===== src/rtl/lssf_pkg.sv =====
// Package of the slope fit block: sizes, state codes and control structs.
package lssf_pkg;

	// Field formats.
	localparam int ROW_BITS         = 6;
	localparam int COLUMN_BITS      = 8;
	localparam int MAX_POINTS       = 64;
	localparam int FRAC_BITS        = 16;
	localparam int SLOPE_BITS       = 25;
	localparam int POINT_COUNT_BITS = 7;

	// Accumulator sizes follow from the window length and the point format.
	localparam int ROW_MAX  = (1 << ROW_BITS) - 1;
	localparam int COL_MAX  = (1 << COLUMN_BITS) - 1;
	localparam int CNT_BITS = $clog2(MAX_POINTS + 1);
	localparam int SX_BITS  = $clog2(MAX_POINTS * ROW_MAX + 1);
	localparam int SY_BITS  = $clog2(MAX_POINTS * COL_MAX + 1);
	localparam int SXX_BITS = $clog2(MAX_POINTS * ROW_MAX * ROW_MAX + 1);
	localparam int SXY_BITS = $clog2(MAX_POINTS * ROW_MAX * COL_MAX + 1);

	// Shared multiplier operand and product widths.
	localparam int MUL_A_BITS = (SX_BITS > CNT_BITS) ? SX_BITS : CNT_BITS;
	localparam int MUL_B_0    = (SXY_BITS > SY_BITS) ? SXY_BITS : SY_BITS;
	localparam int MUL_B_1    = (SXX_BITS > SX_BITS) ? SXX_BITS : SX_BITS;
	localparam int MUL_B_BITS = (MUL_B_0 > MUL_B_1) ? MUL_B_0 : MUL_B_1;
	localparam int MUL_P_BITS = MUL_A_BITS + MUL_B_BITS;

	// Width that holds every product term, numerator and denominator.
	localparam int PA_BITS   = CNT_BITS + SXY_BITS;
	localparam int PB_BITS   = SX_BITS + SY_BITS;
	localparam int PC_BITS   = CNT_BITS + SXX_BITS;
	localparam int PD_BITS   = 2 * SX_BITS;
	localparam int W_0       = (PA_BITS > PB_BITS) ? PA_BITS : PB_BITS;
	localparam int W_1       = (PC_BITS > PD_BITS) ? PC_BITS : PD_BITS;
	localparam int WIDE_BITS = (W_0 > W_1) ? W_0 : W_1;

	// Restoring divider sizes.
	localparam int DIV_BITS     = WIDE_BITS + FRAC_BITS;
	localparam int REM_BITS     = WIDE_BITS + 1;
	localparam int DIV_CNT_BITS = $clog2(DIV_BITS);

	// Saturation limits of the slope magnitude.
	localparam longint SLOPE_POS_MAX = (longint'(1) << (SLOPE_BITS - 1)) - 1;
	localparam longint SLOPE_NEG_MAX = longint'(1) << (SLOPE_BITS - 1);

	typedef logic [ROW_BITS-1:0]           row_t;
	typedef logic [COLUMN_BITS-1:0]        column_t;
	typedef logic signed [SLOPE_BITS-1:0]  slope_t;
	typedef logic [POINT_COUNT_BITS-1:0]   point_count_t;

	typedef enum logic [3:0] {
		ST_ACCUM,
		ST_MUL_NSXY,
		ST_MUL_SXSY,
		ST_MUL_NSXX,
		ST_MUL_SXSX,
		ST_SETUP,
		ST_DIVIDE,
		ST_FINISH
	} lssf_state_t;

	typedef enum logic [1:0] {
		MUL_N_SXY,
		MUL_SX_SY,
		MUL_N_SXX,
		MUL_SX_SX
	} mul_sel_t;

	typedef struct packed {
		logic     accum;
		logic     mul_en;
		mul_sel_t mul_sel;
		logic     setup;
		logic     div_step;
		logic     load_out;
	} lssf_cmd_t;

	typedef struct packed {
		logic degen;
	} lssf_status_t;

endpackage


===== src/rtl/lssf_if.sv =====
// Handshake channels of the slope fit block: input points and fit results.
interface lssf_point_if;
	import lssf_pkg::*;

	logic    valid;
	logic    ready;
	row_t    row_index;
	column_t column_value;
	logic    last_point;

	modport source(output valid, row_index, column_value, last_point, input ready);
	modport sink(input valid, row_index, column_value, last_point, output ready);
endinterface

interface lssf_fit_if;
	import lssf_pkg::*;

	logic         valid;
	logic         ready;
	slope_t       slope;
	logic         degenerate;
	point_count_t point_count;

	modport source(output valid, slope, degenerate, point_count, input ready);
	modport sink(input valid, slope, degenerate, point_count, output ready);
endinterface


===== src/rtl/lssf_ctrl.sv =====
// Sequencer of the slope fit block: accumulation, products, division, result.
module lssf_ctrl (
	input  logic                  clk,
	input  logic                  arst_n,
	input  logic                  in_valid,
	input  logic                  in_last,
	output logic                  in_ready,
	input  logic                  out_ready,
	output logic                  out_valid,
	input  lssf_pkg::lssf_status_t status,
	output lssf_pkg::lssf_cmd_t   cmd
);
	import lssf_pkg::*;

	localparam logic [DIV_CNT_BITS-1:0] DIV_LAST = DIV_CNT_BITS'(DIV_BITS - 1);

	lssf_state_t             state_q, state_d;
	logic [DIV_CNT_BITS-1:0] div_cnt_q;
	logic                    out_valid_q;
	logic                    out_free;

	// A finished result may be written when the output register is empty or draining.
	assign out_free = !out_valid_q || out_ready;

	// Next state.
	always_comb begin
		state_d = state_q;
		unique case (state_q)
			ST_ACCUM: begin
				if (in_valid && in_last) state_d = ST_MUL_NSXY;
			end
			ST_MUL_NSXY: state_d = ST_MUL_SXSY;
			ST_MUL_SXSY: state_d = ST_MUL_NSXX;
			ST_MUL_NSXX: state_d = ST_MUL_SXSX;
			ST_MUL_SXSX: state_d = ST_SETUP;
			ST_SETUP:    state_d = ST_DIVIDE;
			ST_DIVIDE: begin
				if (status.degen || div_cnt_q == DIV_LAST) state_d = ST_FINISH;
			end
			ST_FINISH: begin
				if (out_free) state_d = ST_ACCUM;
			end
			default: state_d = ST_ACCUM;
		endcase
	end

	// Datapath commands and the input handshake.
	always_comb begin
		cmd          = '0;
		cmd.mul_sel  = MUL_N_SXY;
		in_ready     = 1'b0;
		unique case (state_q)
			ST_ACCUM: begin
				in_ready  = 1'b1;
				cmd.accum = in_valid;
			end
			ST_MUL_NSXY: begin
				cmd.mul_en  = 1'b1;
				cmd.mul_sel = MUL_N_SXY;
			end
			ST_MUL_SXSY: begin
				cmd.mul_en  = 1'b1;
				cmd.mul_sel = MUL_SX_SY;
			end
			ST_MUL_NSXX: begin
				cmd.mul_en  = 1'b1;
				cmd.mul_sel = MUL_N_SXX;
			end
			ST_MUL_SXSX: begin
				cmd.mul_en  = 1'b1;
				cmd.mul_sel = MUL_SX_SX;
			end
			ST_SETUP:  cmd.setup    = 1'b1;
			ST_DIVIDE: cmd.div_step = !status.degen;
			ST_FINISH: cmd.load_out = out_free;
			default: ;
		endcase
	end

	// State register and division step counter.
	always_ff @(posedge clk or negedge arst_n) begin
		if (!arst_n) begin
			state_q   <= ST_ACCUM;
			div_cnt_q <= '0;
		end else begin
			state_q <= state_d;
			if (state_q == ST_DIVIDE) div_cnt_q <= div_cnt_q + 1'b1;
			else div_cnt_q <= '0;
		end
	end

	// Output valid flag: set on a new result, cleared when the beat is taken.
	always_ff @(posedge clk or negedge arst_n) begin
		if (!arst_n) begin
			out_valid_q <= 1'b0;
		end else if (cmd.load_out) begin
			out_valid_q <= 1'b1;
		end else if (out_ready) begin
			out_valid_q <= 1'b0;
		end
	end

	assign out_valid = out_valid_q;

endmodule


===== src/rtl/lssf_datapath.sv =====
// Datapath of the slope fit block: sums, shared multiplier, divider, result register.
module lssf_datapath (
	input  logic                   clk,
	input  logic                   arst_n,
	input  lssf_pkg::lssf_cmd_t    cmd,
	input  lssf_pkg::row_t         row_index,
	input  lssf_pkg::column_t      column_value,
	output lssf_pkg::lssf_status_t status,
	output lssf_pkg::slope_t       slope,
	output logic                   degenerate,
	output lssf_pkg::point_count_t point_count
);
	import lssf_pkg::*;

	localparam logic [CNT_BITS-1:0] CNT_MAX = CNT_BITS'(MAX_POINTS);
	localparam logic [DIV_BITS-1:0] POS_MAX = DIV_BITS'(SLOPE_POS_MAX);
	localparam logic [DIV_BITS-1:0] NEG_MAX = DIV_BITS'(SLOPE_NEG_MAX);

	logic [CNT_BITS-1:0]   cnt_q;
	logic [SX_BITS-1:0]    sx_q;
	logic [SY_BITS-1:0]    sy_q;
	logic [SXX_BITS-1:0]   sxx_q;
	logic [SXY_BITS-1:0]   sxy_q;

	logic [MUL_A_BITS-1:0] op_a;
	logic [MUL_B_BITS-1:0] op_b;
	logic [MUL_P_BITS-1:0] product;
	logic [WIDE_BITS-1:0]  prod_nsxy_q, prod_sxsy_q, prod_nsxx_q, prod_sxsx_q;

	logic                  degen_q;
	logic                  neg_q;
	logic [WIDE_BITS-1:0]  den_q;
	logic [WIDE_BITS-1:0]  rem_q;
	logic [DIV_BITS-1:0]   quot_q;
	logic [REM_BITS-1:0]   rem_shift;
	logic [REM_BITS-1:0]   rem_diff;
	logic                  q_bit;

	logic [DIV_BITS-1:0]   mag_sat;
	logic [SLOPE_BITS-1:0] slope_bits;

	slope_t                slope_q;
	logic                  degen_out_q;
	point_count_t          count_out_q;

	// Window sums: one point per beat until the window is full, cleared with each result.
	always_ff @(posedge clk or negedge arst_n) begin
		if (!arst_n) begin
			cnt_q <= '0;
			sx_q  <= '0;
			sy_q  <= '0;
			sxx_q <= '0;
			sxy_q <= '0;
		end else if (cmd.load_out) begin
			cnt_q <= '0;
			sx_q  <= '0;
			sy_q  <= '0;
			sxx_q <= '0;
			sxy_q <= '0;
		end else if (cmd.accum && cnt_q < CNT_MAX) begin
			cnt_q <= cnt_q + 1'b1;
			sx_q  <= sx_q + SX_BITS'(row_index);
			sy_q  <= sy_q + SY_BITS'(column_value);
			sxx_q <= sxx_q + SXX_BITS'(row_index) * SXX_BITS'(row_index);
			sxy_q <= sxy_q + SXY_BITS'(row_index) * SXY_BITS'(column_value);
		end
	end

	// Shared multiplier operand selection.
	always_comb begin
		unique case (cmd.mul_sel)
			MUL_N_SXY: begin
				op_a = MUL_A_BITS'(cnt_q);
				op_b = MUL_B_BITS'(sxy_q);
			end
			MUL_SX_SY: begin
				op_a = MUL_A_BITS'(sx_q);
				op_b = MUL_B_BITS'(sy_q);
			end
			MUL_N_SXX: begin
				op_a = MUL_A_BITS'(cnt_q);
				op_b = MUL_B_BITS'(sxx_q);
			end
			MUL_SX_SX: begin
				op_a = MUL_A_BITS'(sx_q);
				op_b = MUL_B_BITS'(sx_q);
			end
			default: begin
				op_a = '0;
				op_b = '0;
			end
		endcase
	end

	assign product = MUL_P_BITS'(op_a) * MUL_P_BITS'(op_b);

	// Product registers, one written per multiply cycle.
	always_ff @(posedge clk) begin
		if (cmd.mul_en) begin
			case (cmd.mul_sel)
				MUL_N_SXY: prod_nsxy_q <= WIDE_BITS'(product);
				MUL_SX_SY: prod_sxsy_q <= WIDE_BITS'(product);
				MUL_N_SXX: prod_nsxx_q <= WIDE_BITS'(product);
				MUL_SX_SX: prod_sxsx_q <= WIDE_BITS'(product);
				default: ;
			endcase
		end
	end

	// Restoring division step: one quotient bit per cycle.
	assign rem_shift = {rem_q, quot_q[DIV_BITS-1]};
	assign rem_diff  = rem_shift - {1'b0, den_q};
	assign q_bit     = (rem_shift >= {1'b0, den_q});

	// Divider setup, then the iteration.
	always_ff @(posedge clk) begin
		if (cmd.setup) begin
			degen_q <= (prod_nsxx_q <= prod_sxsx_q);
			den_q   <= prod_nsxx_q - prod_sxsx_q;
			neg_q   <= (prod_nsxy_q < prod_sxsy_q);
			rem_q   <= '0;
			if (prod_nsxy_q >= prod_sxsy_q) begin
				quot_q <= {prod_nsxy_q - prod_sxsy_q, FRAC_BITS'(0)};
			end else begin
				quot_q <= {prod_sxsy_q - prod_nsxy_q, FRAC_BITS'(0)};
			end
		end else if (cmd.div_step) begin
			rem_q  <= q_bit ? rem_diff[WIDE_BITS-1:0] : rem_shift[WIDE_BITS-1:0];
			quot_q <= {quot_q[DIV_BITS-2:0], q_bit};
		end
	end

	assign status.degen = degen_q;

	// Saturate the quotient, apply the sign and zero the slope of a degenerate fit.
	always_comb begin
		if (neg_q) begin
			mag_sat    = (quot_q > NEG_MAX) ? NEG_MAX : quot_q;
			slope_bits = SLOPE_BITS'(0) - mag_sat[SLOPE_BITS-1:0];
		end else begin
			mag_sat    = (quot_q > POS_MAX) ? POS_MAX : quot_q;
			slope_bits = mag_sat[SLOPE_BITS-1:0];
		end
		if (degen_q) slope_bits = '0;
	end

	// Result register.
	always_ff @(posedge clk) begin
		if (cmd.load_out) begin
			slope_q     <= slope_t'(slope_bits);
			degen_out_q <= degen_q;
			count_out_q <= point_count_t'(cnt_q);
		end
	end

	assign slope       = slope_q;
	assign degenerate  = degen_out_q;
	assign point_count = count_out_q;

endmodule


===== src/rtl/least_squares_slope_fit.sv =====
// Top level of the streaming least-squares slope fit block.
//
// Points arrive on the point channel (row_index as x, column_value as y,
// last_point closing a window); each accepted beat is added to the sums.
// Up to MAX_POINTS points are summed; later points of the same window are
// dropped. The beat with last_point set starts the fit: four products on
// the shared multiplier, a setup step, the restoring divider (43 quotient
// bits) and the load of the result register. When the denominator is zero
// the division ends early (degenerate set, slope 0). During the fit the
// point channel is not ready; between windows it is ready in every cycle.
// The result register holds a beat while the receiver stalls and the next
// window is summed meanwhile; a new fit waits in its finish state until the
// register is free. Reset clears all sums and the sequencer and empties
// the result register.
module least_squares_slope_fit (
	input logic         clk,
	input logic         arst_n,
	lssf_point_if.sink  point,
	lssf_fit_if.source  fit
);
	import lssf_pkg::*;

	lssf_cmd_t    cmd;
	lssf_status_t status;

	lssf_ctrl u_ctrl (
		.clk       (clk),
		.arst_n    (arst_n),
		.in_valid  (point.valid),
		.in_last   (point.last_point),
		.in_ready  (point.ready),
		.out_ready (fit.ready),
		.out_valid (fit.valid),
		.status    (status),
		.cmd       (cmd)
	);

	lssf_datapath u_datapath (
		.clk          (clk),
		.arst_n       (arst_n),
		.cmd          (cmd),
		.row_index    (point.row_index),
		.column_value (point.column_value),
		.status       (status),
		.slope        (fit.slope),
		.degenerate   (fit.degenerate),
		.point_count  (fit.point_count)
	);

endmodule


===== src/flat_wrapper.sv =====
// flat-port wrapper written by rule: the top's interface ports become plain ports
module least_squares_slope_fit_flat import lssf_pkg::*;
  (clk, arst_n, point_valid, point_row_index, point_column_value, point_last_point, point_ready, fit_valid, fit_slope, fit_degenerate, fit_point_count, fit_ready);
  lssf_point_if point_i ();
  lssf_fit_if fit_i ();
  input logic clk;
  input logic arst_n;
  input wire logic [$bits(point_i.valid)-1:0] point_valid;
  input wire logic [$bits(point_i.row_index)-1:0] point_row_index;
  input wire logic [$bits(point_i.column_value)-1:0] point_column_value;
  input wire logic [$bits(point_i.last_point)-1:0] point_last_point;
  output wire logic [$bits(point_i.ready)-1:0] point_ready;
  output wire logic [$bits(fit_i.valid)-1:0] fit_valid;
  output wire logic [$bits(fit_i.slope)-1:0] fit_slope;
  output wire logic [$bits(fit_i.degenerate)-1:0] fit_degenerate;
  output wire logic [$bits(fit_i.point_count)-1:0] fit_point_count;
  input wire logic [$bits(fit_i.ready)-1:0] fit_ready;
  assign point_i.valid = point_valid;
  assign point_i.row_index = point_row_index;
  assign point_i.column_value = point_column_value;
  assign point_i.last_point = point_last_point;
  assign point_ready = point_i.ready;
  assign fit_valid = fit_i.valid;
  assign fit_slope = fit_i.slope;
  assign fit_degenerate = fit_i.degenerate;
  assign fit_point_count = fit_i.point_count;
  assign fit_i.ready = fit_ready;
  least_squares_slope_fit u_core (.clk(clk), .arst_n(arst_n), .point(point_i), .fit(fit_i));
endmodule

===== config.mk =====
export PLATFORM = sky130hd
export DESIGN_NAME = least_squares_slope_fit_flat
export DESIGN_NICKNAME = d
export VERILOG_FILES = /design/src/rtl/lssf_pkg.sv /design/src/rtl/lssf_if.sv /design/src/rtl/lssf_ctrl.sv /design/src/rtl/lssf_datapath.sv /design/src/rtl/least_squares_slope_fit.sv /design/src/flat_wrapper.sv
export SDC_FILE = /design/constraint.sdc
export NUM_CORES = 1
export LEC_CHECK = 0
export BUFFER_PORTS_ARGS = -buffer_cell sky130_fd_sc_hd__clkbuf_2
export CAP_MARGIN = 25
export CORE_MARGIN = 2
export CORE_UTILIZATION = 60
export DETAILED_ROUTE_END_ITERATION = 7
export PLACE_DENSITY_LB_ADDON = 0.25
export SLEW_MARGIN = 30
export SYNTH_ARGS = -nofsm -noshare
export SYNTH_HDL_FRONTEND = slang
export SYNTH_HIERARCHICAL = 1
export SYNTH_SLANG_ARGS = --single-unit

===== constraint.sdc =====
create_clock -name clk -period 9.8 [get_ports clk]
set_clock_uncertainty 0.15 [all_clocks]
set_input_delay 1.47 -clock clk [delete_from_list [all_inputs] [get_ports clk]]
set_output_delay 1.47 -clock clk [all_outputs]
set_load 0.01 [all_outputs]

==> key figures <==
Timing
  – Post-Route Setup TNS: 0 ns
  – Minimum clock period: 8.22 ns
  – Final setup fails: 0
  – Final slew viol count: 0
  – Fin. Hold Viols: 0
  – Fmax: approximately 120 MHz
  – Worst Tran Pin Value: roughly 0.92 ns
  – RSZ-0062 raised after global routing: no
  – Slew HR: 38.6%
  – Hold Slack: 0.354 ns
  – Tcrit/Tclk final: 83.9%

Detailed routing
  – Pre-antenna DRT Iters: 5
  – DR vias: 21705
  – Initial detailed-routing violation count: 1771
  – DR WL/cell: 17.8 um
  – Drt total wl: about 66000 um
  – ANT nets after route: 0
  – # DRC: 0
  – Routed vias/inst: 5.86

Clocking
  – TritonCTS Buffers: 38
  – Cts repair resizes: 0
  – Clk pin slew, worst setup/hold paths: 0.06 ns
  – TritonCTS Sinks: between 300 and 400
  – H-Tree Depth: 2
  – Bufs on Longest Clock Path: 3
  – Skew-Pair Late Insertion Delay: between 0.5 and 0.6 ns
  – Hold-fix buffers, CTS: 0
  – Setup bufs post-CTS: 0
  – Clock Tree Root: clkbuf_16
  – CTS tree: built

Setup path
  – Critical Path AT: 8.43 ns
  – Crit path launch type: flip-flop
  – Worst-path maximum fanout: between 40 and 50
  – R2r endpoint: u_core/u_datapath/prod_nsxx_q[25]
  – Reg2reg path depth: 22
  – Kind of critical path: flip-flop to flip-flop
  – FF-to-FF Start: u_core/u_ctrl/state_q[1]
  – Crit path from: u_core/u_ctrl/state_q[1]
  – Worst Path Required: roughly 10 ns
  – CP endpoint: u_core/u_datapath/prod_nsxx_q[25]
  – R2r setup slk: between 1.5 and 2 ns
  – Crit. End Element: flip-flop

Yosys
  – Synth Area in XOR/XNOR: 4.32%
  – Post-synthesis adder-cell area fraction: 25.9%
  – Syn avg cell area: a little over 9 um^2
  – Main combinational cell family by area after synthesis: adder cells
  – Seq/Total Area, Yosys: 31.3%
  – Post-synth EDFFs: roughly 210
  – Simple-Gate Fraction of Synth Area: 15.3%
  – Yosys cell types: 86
  – Mux contribution to synthesized area: 2.91%
  – Yosys reg bits: about 320
  – Area of the mapped netlist: around 29000 um^2
  – Most used DFF post-synth: edfxtp_1
  – Post-synth ARST share: 25.2%
  – Number of synthesis warnings: 6
  – Compound-gate portion of the synthesized area: ~12%
  – Cells after Synth: 3062

Cells and area
  – Core Util, Final: between 60 and 70%
  – Fillers: between 3000 and 4000
  – Total Nets Final: between 3000 and 4000
  – Register area: approximately 9000 um^2
  – Fin cells: between 3000 and 4000
  – Footprint of the multi-input gates: approximately 17000 um^2
  – Fraction of layout cells with a size suffix above 1: roughly 6.5%
  – Area Overhead vs Synth: 7.09%
  – Diode count: 0

Hold path
  – Worst hold path type: flip-flop to flip-flop
  – HP Start: u_core/u_datapath/rem_q[16]

Power
  – Leak pwr: 14.1 nW
  – Worst IR Drop VDD: 153 uV
  – Pwr dens: between 200 and 300 nW/um^2

Global routing
  – Vias in the first global route: around 22000
  – Tot GR Track Use: approximately 27%
  – First-pass GRT wire length: ~110000 um
  – Overflow after GRT: 0
  – Antenna violations before repair: 0
  – Largest net degree at the start of global routing: 70

Floorplan
  – Die height: 222 um
  – Row count: 80
  – Die Footprint: a little under 50000 um^2
  – Die X: ~220 um
  – # IOs: 54
  – Core area: between 40000 and 50000 um^2
  – Initial core utilization: 60.3%

Outcome
  – Status: finished clean

Flow run
  – Max-capacitance violation count: 0

Place
  – Half-perimeter wire length after detailed placement: 50500 um
  – DP Cell Count: about 3600
  – Routability congestion estimate: between 0.8 and 0.9
  – Input/output buffers: 53
[power breakdown]
part	internal, W	total (W)	switching [W]
combinational	0.00195	0.00511	0.00315
clock	0.000836	0.00142	0.000588
sequential	0.00215	0.00251	0.000366
[registers in the layout, summed over array words and instances (netlist names), 3 cells and up]
signal / count
u_core/u_datapath/quot_q: 43
u_core/u_datapath/prod_nsxy_q: 27
u_core/u_datapath/sxx_q: 18
u_core/u_datapath/point_count: 7
u_core/u_datapath/prod_sxsx_q: 27
u_core/u_ctrl/state_q: 3
u_core/u_datapath/rem_q: 27
u_core/u_datapath/prod_sxsy_q: 27
u_core/u_datapath/sxy_q: 20
u_core/u_datapath/den_q: 27
u_core/u_datapath/sx_q: 12
u_core/u_datapath/slope: 25
u_core/u_datapath/prod_nsxx_q: 27
u_core/u_datapath/sy_q: 14
u_core/u_ctrl/div_cnt_q: 6
u_core/u_datapath/cnt_q: 7
[per-stage QoR]
| step | power (W) | setup WS [ns] | cell area [um^2] |
|---|---|---|---|
| 2_1_floorplan | 0.00629 | 2.22 | 28700 |
| 3_3_place_gp | 0.00742 | 1.85 | 29400 |
| 3_5_place_dp | 0.00757 | 1.64 | 29400 |
| 4_1_cts | 0.00903 | 1.62 | 30600 |
| 5_1_grt | 0.00975 | 0.999 | 30600 |
| 6_report | 0.00904 | 1.58 | 30600 |
[placed cells by master (no fill, tap or decap), types with 27 or more instances in the layout]
cell type,instances
fa_1,229
edfxtp_1,213
a21oi_1,204
inv_1,465
dfrtp_1,81
nor3_1,47
nor2_1,175
xor2_1,43
nand3_1,55
nor2b_1,53
ha_1,226
and3_1,49
o21bai_1,31
a211oi_1,31
o21ai_0,96
dfxtp_1,27
mux2i_1,27
xnor2_1,98
and2_1,52
mux2_2,28
clkbuf_16,41
clkbuf_2,52
a21o_1,52
nand2_1,378
[cell type report]
| cell class | count | share of cell area (%) |
|---|---|---|
| clock inverters | 18 | 0.563 |
| inverters | 465 | 5.70 |
| flip-flops and latches | 321 | 29.2 |
| multi-input cells | 2161 | 57.1 |
| repair buffers | 73 | 1.36 |
| well taps | 615 | 2.51 |
| clock buffers | 50 | 3.52 |
[critical path, cell delays in order, from the launching register on]
cell and delay [ns]:
dfrtp_1 0.67, xnor2_1 0.20, nor2_4 0.61, buf_4 0.47, mux2_2 0.44, nand2_1 0.12
fa_1 0.40, fa_1 0.52, fa_1 0.49, inv_1 0.05, fa_1 0.52, inv_1 0.05
fa_1 0.53, inv_1 0.04, ha_1 0.36, nand2_1 0.07, o21ai_0 0.45, a41oi_1 0.30
a2111oi_0 0.72, nor3_1 0.18, o31ai_1 0.27, a21oi_1 0.11, xnor2_1 0.24
[cell usage after synthesis (16+ instances only)]
library cell,number,area share (%)
and3_1,49,1.1
ha_1,226,9.9
o21bai_1,31,0.81
nor3_1,47,0.82
or3_1,21,0.46
dfxtp_1,27,1.9
nand2_1,378,5.0
a21o_1,52,1.4
mux2i_1,27,0.94
xor2_1,43,1.3
nand3_1,55,0.96
a31oi_1,16,0.35
a21oi_1,204,3.6
inv_1,465,6.1
nor2b_1,54,1.2
mux2_2,28,1.1
o21ai_0,96,1.7
clkbuf_1,105,1.4
xnor2_1,98,3.0
fa_1,229,16
nand4_1,24,0.52
a211oi_1,31,0.81
dfrtp_1,81,7.1
nor2_1,181,2.4
and2_1,52,1.1
nand2b_1,22,0.48
edfxtp_1,213,22
[cell families after synthesis]
kind of cell,count (synthesis)
AOI/OAI and AO/OA,553
DFF,321
adders and majority gates,455
buffers and inverters,593
and+or+nand+nor,931
xor gates and xnor gates,141
muxes,66
other,2
[worst min path at each step]
stage                                  end  slack [ns]  cells past startpoint
2_1_floorplan   u_core/u_ctrl/div_cnt_q[0]        0.32                      1
3_3_place_gp   u_core/u_datapath/rem_q[16]        0.34                      2
3_5_place_dp   u_core/u_datapath/rem_q[16]        0.35                      2
4_1_cts        u_core/u_datapath/rem_q[16]        0.36                      2
5_1_grt        u_core/u_datapath/rem_q[18]        0.38                      2
6_report       u_core/u_datapath/rem_q[16]        0.35                      2
[routing by layer]
metal	vias to the layer above	GRT usage, %	share of wire, %
met5	-	0	0
met4	0	10.2	3.7
met3	159	4.03	4.9
met2	655	48.5	50
met1	10686	34.3	42
li1	10205	-	-
Power figures use the tool's default switching activity.
